### src/rtl/tsie_pkg.sv
// tsie_pkg: shared types and codes for the token stream instruction encoder
// token and result payloads, parser states, token kinds, status and operand codes
// no dependencies
package tsie_pkg;

  // input token transfer
  typedef struct packed {
    logic [3:0]  kind;
    logic [3:0]  code;
    logic [15:0] number;
  } token_t;

  // output result transfer
  typedef struct packed {
    logic [15:0] word;
    logic [15:0] address;
    logic [3:0]  status;
    logic        last;
  } result_t;

  // all results caused by one token, handed from parser to output queue
  typedef struct packed {
    logic [15:0] word;
    logic [15:0] address;
    logic [3:0]  status;
    logic [1:0]  extra_n;
    logic [15:0] extra0;
    logic [15:0] extra1;
  } group_t;

  // parser states: statement level, then one operand sub-state set per operand
  typedef enum logic [3:0] {
    StStart  = 4'd0,
    StLabel  = 4'd1,
    StComma  = 4'd2,
    StAOpen  = 4'd3,
    StABrack = 4'd4,
    StABreg  = 4'd5,
    StABregc = 4'd6,
    StABregn = 4'd7,
    StABnum  = 4'd8,
    StBOpen  = 4'd9,
    StBBrack = 4'd10,
    StBBreg  = 4'd11,
    StBBregc = 4'd12,
    StBBregn = 4'd13,
    StBBnum  = 4'd14
  } state_e;

  // token kinds
  localparam logic [3:0] KindOpcode = 4'd0;
  localparam logic [3:0] KindReg    = 4'd1;
  localparam logic [3:0] KindPop    = 4'd2;
  localparam logic [3:0] KindO      = 4'd7;
  localparam logic [3:0] KindComma  = 4'd8;
  localparam logic [3:0] KindLbrack = 4'd9;
  localparam logic [3:0] KindRbrack = 4'd10;
  localparam logic [3:0] KindColon  = 4'd11;
  localparam logic [3:0] KindName   = 4'd12;
  localparam logic [3:0] KindNumber = 4'd13;
  localparam logic [3:0] KindEnd    = 4'd14;

  // result status codes
  localparam logic [3:0] StatusWord = 4'd0;
  localparam logic [3:0] StatusEnd  = 4'd1;
  localparam logic [3:0] ErrStmt    = 4'd2;
  localparam logic [3:0] ErrBrack   = 4'd3;
  localparam logic [3:0] ErrOper    = 4'd4;
  localparam logic [3:0] ErrComma   = 4'd5;
  localparam logic [3:0] ErrNumber  = 4'd6;
  localparam logic [3:0] ErrClose   = 4'd7;
  localparam logic [3:0] ErrLabel   = 4'd8;

  // operand field codes
  localparam logic [5:0] OpdRegInd = 6'h08;
  localparam logic [5:0] OpdRegOfs = 6'h10;
  localparam logic [5:0] OpdPop    = 6'h18;
  localparam logic [5:0] OpdLitInd = 6'h1e;
  localparam logic [5:0] OpdLit    = 6'h1f;

  // a result group holds the instruction word and up to this many literal words
  localparam logic [1:0] MaxExtra = 2'd2;

endpackage

### src/rtl/tsie_parser.sv
// tsie_parser: statement parser, consumes one token per transfer
// builds the result group of each token and keeps address and literal state
// depends on tsie_pkg
module tsie_parser (
  input  logic              clk_i,
  input  logic              rst_ni,
  input  logic              accept_i,
  input  tsie_pkg::token_t  token_i,
  output logic              push_o,
  output tsie_pkg::group_t  group_o
);

  tsie_pkg::state_e state_q, state_d;
  logic [3:0]  opc_q, opc_d;
  logic [5:0]  a_code_q, a_code_d;
  logic [2:0]  preg_q, preg_d;
  logic [15:0] xw_q [2];
  logic [15:0] xw_d [2];
  logic [1:0]  xcnt_q, xcnt_d;
  logic [15:0] addr_q, addr_d;
  logic        halted_q, halted_d;

  // decode scratch
  logic        is_b;
  logic        lit_push;
  logic        done;
  logic [5:0]  done_code;
  logic        fail;
  logic [3:0]  err;
  logic [2:0]  reg_idx;
  logic [1:0]  xcnt_mid;

  assign reg_idx = token_i.code[2:0];

  // next state and result group
  always_comb begin
    state_d   = state_q;
    opc_d     = opc_q;
    a_code_d  = a_code_q;
    preg_d    = preg_q;
    xw_d      = xw_q;
    xcnt_d    = xcnt_q;
    addr_d    = addr_q;
    halted_d  = halted_q;
    push_o    = 1'b0;
    lit_push  = 1'b0;
    done      = 1'b0;
    done_code = 6'd0;
    fail      = 1'b0;
    err       = tsie_pkg::ErrStmt;
    xcnt_mid  = xcnt_q;
    is_b      = (state_q >= tsie_pkg::StBOpen);
    group_o   = '{word: 16'd0, address: addr_q, status: tsie_pkg::StatusWord,
                  extra_n: 2'd0, extra0: xw_q[0], extra1: xw_q[1]};

    if (accept_i && !halted_q) begin
      unique case (state_q)
        tsie_pkg::StStart: begin
          if (token_i.kind == tsie_pkg::KindEnd) begin
            group_o.status = tsie_pkg::StatusEnd;
            push_o         = 1'b1;
          end else if (token_i.kind == tsie_pkg::KindColon) begin
            state_d = tsie_pkg::StLabel;
          end else if (token_i.kind == tsie_pkg::KindOpcode && token_i.code != 4'd0) begin
            opc_d    = token_i.code;
            xcnt_d   = 2'd0;
            xcnt_mid = 2'd0;
            state_d  = tsie_pkg::StAOpen;
          end else begin
            fail = 1'b1;
            err  = tsie_pkg::ErrStmt;
          end
        end
        tsie_pkg::StLabel: begin
          if (token_i.kind == tsie_pkg::KindName) begin
            state_d = tsie_pkg::StStart;
          end else begin
            fail = 1'b1;
            err  = tsie_pkg::ErrLabel;
          end
        end
        tsie_pkg::StComma: begin
          if (token_i.kind == tsie_pkg::KindComma) begin
            state_d = tsie_pkg::StBOpen;
          end else begin
            fail = 1'b1;
            err  = tsie_pkg::ErrComma;
          end
        end
        tsie_pkg::StAOpen, tsie_pkg::StBOpen: begin
          if (token_i.kind == tsie_pkg::KindReg) begin
            done      = 1'b1;
            done_code = {3'd0, reg_idx};
          end else if (token_i.kind >= tsie_pkg::KindPop && token_i.kind <= tsie_pkg::KindO) begin
            done      = 1'b1;
            done_code = tsie_pkg::OpdPop + {2'd0, token_i.kind - tsie_pkg::KindPop};
          end else if (token_i.kind == tsie_pkg::KindNumber) begin
            lit_push  = 1'b1;
            done      = 1'b1;
            done_code = tsie_pkg::OpdLit;
          end else if (token_i.kind == tsie_pkg::KindLbrack) begin
            state_d = is_b ? tsie_pkg::StBBrack : tsie_pkg::StABrack;
          end else begin
            fail = 1'b1;
            err  = tsie_pkg::ErrBrack;
          end
        end
        tsie_pkg::StABrack, tsie_pkg::StBBrack: begin
          if (token_i.kind == tsie_pkg::KindReg) begin
            preg_d  = reg_idx;
            state_d = is_b ? tsie_pkg::StBBreg : tsie_pkg::StABreg;
          end else if (token_i.kind == tsie_pkg::KindNumber) begin
            lit_push = 1'b1;
            state_d  = is_b ? tsie_pkg::StBBnum : tsie_pkg::StABnum;
          end else begin
            fail = 1'b1;
            err  = tsie_pkg::ErrOper;
          end
        end
        tsie_pkg::StABreg, tsie_pkg::StBBreg: begin
          if (token_i.kind == tsie_pkg::KindRbrack) begin
            done      = 1'b1;
            done_code = tsie_pkg::OpdRegInd | {3'd0, preg_q};
          end else if (token_i.kind == tsie_pkg::KindComma) begin
            state_d = is_b ? tsie_pkg::StBBregc : tsie_pkg::StABregc;
          end else begin
            fail = 1'b1;
            err  = tsie_pkg::ErrOper;
          end
        end
        tsie_pkg::StABregc, tsie_pkg::StBBregc: begin
          if (token_i.kind == tsie_pkg::KindNumber) begin
            lit_push = 1'b1;
            state_d  = is_b ? tsie_pkg::StBBregn : tsie_pkg::StABregn;
          end else begin
            fail = 1'b1;
            err  = tsie_pkg::ErrNumber;
          end
        end
        tsie_pkg::StABregn, tsie_pkg::StBBregn: begin
          if (token_i.kind == tsie_pkg::KindRbrack) begin
            done      = 1'b1;
            done_code = tsie_pkg::OpdRegOfs | {3'd0, preg_q};
          end else begin
            fail = 1'b1;
            err  = tsie_pkg::ErrClose;
          end
        end
        tsie_pkg::StABnum, tsie_pkg::StBBnum: begin
          if (token_i.kind == tsie_pkg::KindRbrack) begin
            done      = 1'b1;
            done_code = tsie_pkg::OpdLitInd;
          end else if (token_i.kind == tsie_pkg::KindReg) begin
            done      = 1'b1;
            done_code = tsie_pkg::OpdRegOfs | {3'd0, reg_idx};
          end else begin
            fail = 1'b1;
            err  = tsie_pkg::ErrOper;
          end
        end
        default: begin
          fail    = 1'b1;
          err     = tsie_pkg::ErrStmt;
          state_d = tsie_pkg::StStart;
        end
      endcase

      // literal word goes to the slot picked by the count, count saturates
      if (lit_push) begin
        xw_d[xcnt_q[0]] = token_i.number;
        if (xcnt_q < tsie_pkg::MaxExtra) begin
          xcnt_mid = xcnt_q + 2'd1;
        end
        xcnt_d = xcnt_mid;
      end

      // operand complete: first one parks its code, second one emits
      if (done) begin
        if (!is_b) begin
          a_code_d = done_code;
          state_d  = tsie_pkg::StComma;
        end else begin
          group_o.word    = {done_code, a_code_q, opc_q};
          group_o.extra_n = xcnt_mid;
          group_o.extra0  = xw_d[0];
          group_o.extra1  = xw_d[1];
          push_o          = 1'b1;
          addr_d          = addr_q + 16'd1 + {14'd0, xcnt_mid};
          xcnt_d          = 2'd0;
          state_d         = tsie_pkg::StStart;
        end
      end

      // syntax error: one status result, then halt until reset
      if (fail) begin
        group_o.status = err;
        push_o         = 1'b1;
        halted_d       = 1'b1;
      end
    end
  end

  // control and parse state
  always_ff @(posedge clk_i or negedge rst_ni) begin
    if (!rst_ni) begin
      state_q  <= tsie_pkg::StStart;
      opc_q    <= 4'd0;
      a_code_q <= 6'd0;
      preg_q   <= 3'd0;
      xcnt_q   <= 2'd0;
      addr_q   <= 16'd0;
      halted_q <= 1'b0;
    end else begin
      state_q  <= state_d;
      opc_q    <= opc_d;
      a_code_q <= a_code_d;
      preg_q   <= preg_d;
      xcnt_q   <= xcnt_d;
      addr_q   <= addr_d;
      halted_q <= halted_d;
    end
  end

  // literal words, no reset
  always_ff @(posedge clk_i) begin
    xw_q <= xw_d;
  end

`ifndef SYNTHESIS
  a_halt_sticky: assert property (@(posedge clk_i) disable iff (!rst_ni)
    halted_q |=> halted_q)
    else $error("parser left halt without reset");

  a_no_push_halted: assert property (@(posedge clk_i) disable iff (!rst_ni)
    halted_q |-> !push_o)
    else $error("parser produced a result while halted");

  a_literal_count: assert property (@(posedge clk_i) disable iff (!rst_ni)
    (state_q == tsie_pkg::StStart || state_q == tsie_pkg::StLabel) |-> xcnt_q == 2'd0)
    else $error("literal count not cleared between statements");
`endif

endmodule

### src/rtl/tsie_out_queue.sv
// tsie_out_queue: two-entry queue of result groups and output sequencer
// sends each group's results one per transfer, instruction word first
// depends on tsie_pkg
module tsie_out_queue (
  input  logic               clk_i,
  input  logic               rst_ni,
  input  logic               push_i,
  input  tsie_pkg::group_t   group_i,
  output logic               full_o,
  output logic               out_valid_o,
  input  logic               out_stall_i,
  output tsie_pkg::result_t  out_data_o
);

  tsie_pkg::group_t grp_q [2];
  logic             wr_ptr_q;
  logic             rd_ptr_q;
  logic [1:0]       cnt_q;
  logic [1:0]       idx_q;
  tsie_pkg::group_t head;
  logic             pop;
  logic             head_done;

  assign head        = grp_q[rd_ptr_q];
  assign full_o      = (cnt_q == 2'd2);
  assign out_valid_o = (cnt_q != 2'd0);
  assign pop         = out_valid_o && !out_stall_i;
  assign head_done   = (idx_q == head.extra_n);

  // result selection within the head group
  always_comb begin
    out_data_o.address = head.address + {14'd0, idx_q};
    out_data_o.last    = head_done;
    unique case (idx_q)
      2'd0: begin
        out_data_o.word   = head.word;
        out_data_o.status = head.status;
      end
      2'd1: begin
        out_data_o.word   = head.extra0;
        out_data_o.status = tsie_pkg::StatusWord;
      end
      default: begin
        out_data_o.word   = head.extra1;
        out_data_o.status = tsie_pkg::StatusWord;
      end
    endcase
  end

  // pointers, fill count and position within the head group
  always_ff @(posedge clk_i or negedge rst_ni) begin
    if (!rst_ni) begin
      wr_ptr_q <= 1'b0;
      rd_ptr_q <= 1'b0;
      cnt_q    <= 2'd0;
      idx_q    <= 2'd0;
    end else begin
      if (push_i) begin
        wr_ptr_q <= ~wr_ptr_q;
      end
      if (pop) begin
        if (head_done) begin
          rd_ptr_q <= ~rd_ptr_q;
          idx_q    <= 2'd0;
        end else begin
          idx_q <= idx_q + 2'd1;
        end
      end
      cnt_q <= cnt_q + {1'b0, push_i} - {1'b0, pop && head_done};
    end
  end

  // group storage
  always_ff @(posedge clk_i) begin
    if (push_i) begin
      grp_q[wr_ptr_q] <= group_i;
    end
  end

`ifndef SYNTHESIS
  a_no_overflow: assert property (@(posedge clk_i) disable iff (!rst_ni)
    push_i |-> !full_o)
    else $error("group pushed into a full queue");

  a_count_range: assert property (@(posedge clk_i) disable iff (!rst_ni)
    cnt_q != 2'd3)
    else $error("queue count out of range");

  a_index_range: assert property (@(posedge clk_i) disable iff (!rst_ni)
    out_valid_o |-> idx_q <= head.extra_n)
    else $error("result index beyond head group");

  a_idle_index: assert property (@(posedge clk_i) disable iff (!rst_ni)
    !out_valid_o |-> idx_q == 2'd0)
    else $error("result index not cleared on empty queue");
`endif

endmodule

### src/rtl/token_stream_instruction_encoder.sv
// token_stream_instruction_encoder: top level, parser plus output queue
// depends on tsie_pkg, tsie_parser, tsie_out_queue
//
//   channel | direction | handshake                  | payload
//   --------+-----------+----------------------------+---------------------
//   in      | input     | in_valid_i / in_stall_o    | tsie_pkg::token_t
//   out     | output    | out_valid_o / out_stall_i  | tsie_pkg::result_t
//
// one token is taken per cycle while in_stall_o is low; its parse and result group complete at that edge
// each result leaves in its own cycle, so a token yields 0 to 3 results
// the two-entry group queue sets the input stall: in_stall_o is high while it is full
// the result group of a token is registered in the queue; its first result shows once it is at the head
// reset clears parse state, address count, halt flag and the queue; no clearing pass
module token_stream_instruction_encoder (
  input  logic               clk_i,
  input  logic               rst_ni,
  input  logic               in_valid_i,
  output logic               in_stall_o,
  input  tsie_pkg::token_t   in_data_i,
  output logic               out_valid_o,
  input  logic               out_stall_i,
  output tsie_pkg::result_t  out_data_o
);

  logic             accept;
  logic             push;
  logic             full;
  tsie_pkg::group_t group;

  assign in_stall_o = full;
  assign accept     = in_valid_i && !full;

  // token parser
  tsie_parser u_parser (
    .clk_i    (clk_i),
    .rst_ni   (rst_ni),
    .accept_i (accept),
    .token_i  (in_data_i),
    .push_o   (push),
    .group_o  (group)
  );

  // result queue and sequencer
  tsie_out_queue u_out_queue (
    .clk_i       (clk_i),
    .rst_ni      (rst_ni),
    .push_i      (push),
    .group_i     (group),
    .full_o      (full),
    .out_valid_o (out_valid_o),
    .out_stall_i (out_stall_i),
    .out_data_o  (out_data_o)
  );

endmodule

### config.mk
export PLATFORM = sky130hd
export DESIGN_NAME = token_stream_instruction_encoder
export DESIGN_NICKNAME = d
export VERILOG_FILES = /design/src/rtl/tsie_pkg.sv /design/src/rtl/tsie_parser.sv /design/src/rtl/tsie_out_queue.sv /design/src/rtl/token_stream_instruction_encoder.sv
export SDC_FILE = /design/constraint.sdc
export NUM_CORES = 1
export LEC_CHECK = 0
export ABC_AREA = 1
export BUFFER_PORTS_ARGS = -buffer_cell sky130_fd_sc_hd__buf_2
export CAP_MARGIN = 20
export CORE_MARGIN = 2
export CORE_UTILIZATION = 65
export DETAILED_ROUTE_END_ITERATION = 8
export PLACE_DENSITY_LB_ADDON = 0.3
export REMOVE_ABC_BUFFERS = 1
export SLEW_MARGIN = 20
export SYNTH_ARGS = -nofsm -noshare
export SYNTH_HDL_FRONTEND = slang
export SYNTH_SLANG_ARGS = --single-unit
### constraint.sdc
create_clock -name clk_i -period 7.55 [get_ports clk_i]
set_input_delay 1.8875 -clock clk_i [delete_from_list [all_inputs] [get_ports clk_i]]
set_output_delay 1.8875 -clock clk_i [all_outputs]
set_load 0.02 [all_outputs]
### Yosys cells after proc, flatten, opt, wreduce, memory -nomap -nowiden

Memories as Yosys holds them, arrays and structs flattened.
Index checks and enable logic that the tools add are counted.

| storage, ports and cells | value |
|---|---|
| input port bits | 28 |
| output and inout port bits | 39 |
| memories kept | 1 |
| flip-flop bits (word level) | 74 |
| RAM bits | 140 |

Memories:

| memory | words | bits a word | rd ports | clocked after memory_dff | write ports | line | RTL |
|---|---|---|---|---|---|---|---|
| u_out_queue.grp_q | 2 | 70 | 1 | 0 | 1 | tsie_out_queue.sv:15 | `tsie_pkg::group_t grp_q [2];` |

| cells by class | value |
|---|---|
| eq/ne operators | 38 |
| add/subtract/negate cells | 9 |
| reduce and logical (&&, ||, !) cells | 30 |
| $lt $le $gt $ge | 6 |
| multiplexer cells | 108 |
| bitwise operators | 6 |

Operators by type and width:

| operator | count |
|---|---|
| $mux W4 | 30 |
| $mux W34 | 2 |
| $mux W16 | 4 |
| $pmux W4 S8 | 2 |
| $eq A4 B4 Y1 const B | 14 |
| $mux W38 | 1 |
| $mux W1 | 37 |
| $add A16 B2 Y16 | 2 |
| $bwmux W32 | 1 |
| $mux W32 | 1 |
| $pmux W16 S2 | 1 |
| $pmux W6 S4 | 1 |
| $mux W2 | 11 |
| $mux W3 | 7 |
| $mux W6 | 3 |
| $add A16 B1 Y16 const B | 1 |
| $demux W16 S1 | 1 |
| $eq A4 B3 Y1 const B | 4 |
| $mux W5 | 3 |
| $ne A3 B1 Y1 const B | 5 |
| $ne A3 B3 Y1 const B | 5 |
| $reduce_and A14 Y1 | 1 |
| $reduce_or A2 Y1 | 6 |
| $pmux W1 S9 | 1 |
| other kinds (31) | 53 |

### Logic depth before layout (Yosys ltp)

| logic depth | value |
|---|---|
| depth in word-level cells | 12 |
| mapped depth | 18 |

### Hierarchy

From an unflattened synthesis, not the netlist that was laid out.

| second synthesis, totals | value |
|---|---|
| cells, all modules | 1276 |
| area total of the unflattened synthesis | 11180.7 um^2 |

Modules (own cells, without submodules):

| module | cells an instance | instances | area each (um^2) | sequential area each (um^2) |
|---|---|---|---|---|
| tsie_out_queue | 510 | 1 | 6159.7 | 4354.2 |
| tsie_parser | 764 | 1 | 5011.1 | 1861.8 |
| token_stream_instruction_encoder | 2 | 1 | 10.0 | 0.0 |

### Least setup slack after synthesis

No wires, ideal clock.

| timing | value |
|---|---|
| path type | input -> register |
| from | input port in_valid_i |
| to | memory u_out_queue.grp_q[0][0] (netlist name), enable pin |
| path slack | 1.534 ns |
| required time | 7.126 ns |
| library setup time | 0.424 ns |
| arrival time | 5.592 ns |
| cell stages on the path | 6 |
| cells stage by stage | inv_1 -> nor3_2 -> nand4_1 -> nand3_2 -> nand2_1 -> inv_1 |

| between the ends | value |
|---|---|
| cells in the longest elaborated chain, start to end | 5 |

Ends and longest elaborated chain:

| what | line | RTL |
|---|---|---|
| start: declaration | token_stream_instruction_encoder.sv:17 | `input logic in_valid_i,` |
| $logic_and A1 B1 Y1 | token_stream_instruction_encoder.sv:31 | `assign accept = in_valid_i && !full;` |
| $logic_and A1 B1 Y1 | tsie_parser.sv:56 | `if (accept_i && !halted_q) begin` |
| $mux W1 | tsie_parser.sv:56 |  |
| $mux W1 | tsie_out_queue.sv:75 | `if (push_i) begin` |
| $mux W1 (not written as such) | tsie_out_queue.sv:76 | `grp_q[wr_ptr_q] <= group_i;` |
| end: declaration | tsie_out_queue.sv:15 |  |

Every way passes these cells.

==> metrics.yaml <==
worst_setup_path:
  crit_required_ns: 5.66
  r2r-start: "u_parser.state_q[0]"
  r2r_cells: 13
  setup.worst_path.end: "out_data_o[19]"
  path_buf_inv: 3
  cpPeakStageDelay_ns: 0.62
  path_max_fanout: 58
  cp_top_family: "simple AND/OR/NAND/NOR gates"
  arrival_ns: 3.81
  cp-end-kind: "output pin"
  critical_path.startpoint: "u_out_queue.rd_ptr_q"
  crit_chain: "clkinv_1 -> buf_4 -> or2_2 -> o21ai_0 -> fa_1 -> nor3_1 -> nand2_1 -> nor2_1 -> nand3_1 -> xnor2_1 -> buf_2"
  cp_slowest_cell: "nor3_1"
  cp-start-kind: "flop"
  cp_num_cells: 11
  criticalPathCategory: "flop to output pin"
  reg2reg_slack_ns: 4.02
  r2r_end: "u_out_queue.grp_q[0][25]"
logic_synthesis:
  synth_edf_count: 172
  synth_cell_types: 48
  netlist_area_sq_um: 10300
  seq_area_frac_synth_pct: 60.3
  synth_cells: 1080
  async_flop_share_pct: 19.6
  ys_seq_elements: 214
  yosysWarnings: 0
  avgSynthCellArea_sq_um: 9.55
  ys.flop_type: "edfxtp_1"
clock_network:
  cts_setup_buffers: 0
  hold_buffers: 0
  clockBufferDepth: 3
  cts.repair.resized: 0
  path_clk_slew_ns: 0.06
  clock_latency_ns: 0.50
  root_buffer: "clkbuf_16"
  cts_made_buffers: 21
  cts.sinks: 214
  cts_tree: "done"
  cts.htree.levels: 1
global_routing:
  overflow: 0
  grt_pass1_wl_mm: 35.8
  antenna_found_initial: 0
  grt_max_degree: 75
  grt_pass1_vias: 7654
  grt_usage_pct: 27.2
die:
  die_y_um: 130
  row_count: 46
  dieArea_sq_um: 16900
  fp.dieW_um: 130
  coreArea_sq_um: 15700
  initial_utilization_pct: 65.6
  io_pins: 67
sta:
  slew_headroom_pct: 32.4
  rsz0062_at_grt: "no"
  period_needed_ns: 5.69
  max_slew.worst_pin.slew_ns: 1.01
  fmax_mhz: 176
  min_period_over_period_pct: 75.4
  finalMaxSlewViolations: 0
  finalClockSkew_ns: 0.0126
  timing.setup.tns_ns: 0
  report.final.hold_viol_count: 0
  setup_viol: 0
drt:
  ant_nets: 0
  vias: 7780
  via_per_inst: 5.67
  drc: 0
  initialDrtViolationCount: 857
  wl_per_cell_um: 16.3
  drtPass1Iterations: 5
  totalWireLength_mm: 22.4
status:
  status: "completed"
layout:
  diodes: 0
  fin_area_sq_um: 11400
  final_layout_size_suffix_gt1_share_pct: 12.5
  finalNonFillerCells: 1372
  final_net_count: 1181
  final_common_cell: "nand2_1"
  area_delta_synth_final_pct: 10.6
  layout_common_cells: "nand2_1, edfxtp_1, nor2_1"
flow_run:
  maxCapViolations: 0
pwr:
  vdd_drop_max_mv: 0.204
  cellLeakagePower_nw: 4.68
  pwr_density_cell_nw_per_um2: 269
placed_design:
  gp_congestion: 0.957
  port_buffers: 66
  dp_hpwl_mm: 14.2
  place_area_sq_um: 10800
  dp.cells: 1334
hold_path:
  holdPathStages: 2
  hold_class: "flop to flop"
==> where the power goes <==
| part | switching [W] | total [W] | internal (W) |
|---|---|---|---|
| Sequential | 0.0000103 | 0.00129 | 0.00127 |
| Clock | 0.000422 | 0.000933 | 0.000511 |
| Combinational | 0.000597 | 0.000852 | 0.000256 |
| Total | 0.00103 | 0.00307 | 0.00204 |
==> kinds of logic (layout without fill, tap and decap cells) <==
kind of cell    count (synthesis)  count (layout)  share of synthesized area (%)
fa+ha+maj                      12              12                           1.60
xor+xnor                       30              30                           2.55
mux                             4               4                          0.400
flops                         214             214                           60.3
simple gates                  510             510                           20.4
buf+inv                       138             214                           5.52
compound gates                172             172                           9.27
==> metrics by stage <==
step	total power (W)	hold WS (ns)	setup WS (ns)	utilization [%]
2_1_floorplan	0.00186	0.442	0.798	-
3_3_place_gp	0.00214	0.458	2.52	68.7
3_5_place_dp	0.00216	0.474	2.42	68.7
4_1_cts	0.00309	0.488	1.87	72.5
5_1_grt	0.00320	0.513	1.58	72.6
6_report	0.00307	0.491	1.86	72.6
==> synthesized netlist by cell type, types with 2 or more instances <==
| library cell | count | area share (%) |
|---|---|---|
| buf_1 | 3 | 0.11 |
| nand3_1 | 31 | 1.5 |
| xor2_1 | 18 | 1.5 |
| nor4_1 | 2 | 0.12 |
| o21ai_2 | 2 | 0.17 |
| o21ai_0 | 95 | 4.6 |
| o21ai_1 | 36 | 1.7 |
| xnor2_1 | 12 | 1.0 |
| nand2_1 | 298 | 11 |
| a21oi_1 | 10 | 0.49 |
| buf_4 | 6 | 0.44 |
| buf_2 | 10 | 0.49 |
| a31oi_1 | 5 | 0.30 |
| nor2_2 | 12 | 0.73 |
| dfrtp_1 | 42 | 10 |
| inv_2 | 8 | 0.29 |
| fa_1 | 2 | 0.39 |
| clkbuf_1 | 15 | 0.55 |
| nand2_2 | 6 | 0.36 |
| edfxtp_1 | 172 | 50 |
| ha_1 | 10 | 1.2 |
| mux2i_1 | 3 | 0.29 |
| or2_2 | 3 | 0.18 |
| inv_1 | 92 | 3.3 |
| buf_6 | 2 | 0.22 |
| o221ai_1 | 16 | 1.4 |
| nand4_1 | 6 | 0.36 |
| nor3_1 | 14 | 0.68 |
| nor2_1 | 129 | 4.7 |
| o21a_1 | 2 | 0.15 |
==> registers in the layout, indices dropped and copies added, names as in the netlist <==
| name | count |
|---|---|
| u_out_queue.cnt_q | 2 |
| u_parser.a_code_q | 6 |
| u_parser.preg_q | 3 |
| u_parser.xcnt_q | 2 |
| u_parser.opc_q | 4 |
| u_out_queue.rd_ptr_q | 1 |
| u_parser.addr_q | 16 |
| u_parser.xw_q | 32 |
| u_out_queue.idx_q | 2 |
| u_out_queue.wr_ptr_q | 1 |
| u_parser.halted_q | 1 |
| u_parser.state_q | 4 |
| u_out_queue.grp_q | 140 |
==> cell type report <==
class,instances,area (sq um)
sequential,214,6220
fill,1105,4310
multi-input combinational,728,3540
clock buffer,24,537
timing repair buffer,74,393
inverter,102,387
tap,216,270
clock inverter,14,66.3
==> worst reg2reg max path, stage by stage, from the launching register on <==
cell      delay, ns
dfrtp_1        0.46
nand2_1        0.11
inv_1          0.09
nand2_1        0.11
nand2_2        0.12
nor2_1         0.16
inv_2          0.06
nand2_1        0.10
nand2_4        0.09
nand3_4        0.08
buf_4          0.65
clkinv_2       0.86
nand2_1        0.29
nand2_1        0.10
==> worst min-delay path by stage <==
stage | endpoint | slack [ns] | start
3_3_place_gp | u_out_queue.grp_q[0][52] | 0.46 | u_parser.addr_q[14]
3_5_place_dp | u_parser.preg_q[2] | 0.47 | u_parser.preg_q[2]
2_1_floorplan | u_out_queue.grp_q[0][52] | 0.44 | u_parser.addr_q[14]
5_1_grt | u_out_queue.grp_q[1][52] | 0.51 | u_parser.addr_q[14]
6_report | u_parser.opc_q[0] | 0.49 | u_parser.opc_q[0]
4_1_cts | u_parser.opc_q[0] | 0.49 | u_parser.opc_q[0]
==> routing by layer <==
metal	track usage, %	up-vias	part of all wire (%)
met1	35.9	3666	42
met2	46.8	311	49
li1	-	3745	-
met4	10.1	0	2.9
met5	0	-	0
met3	3.24	58	6.6
Note: power is estimated with default switching activity, not from simulation.
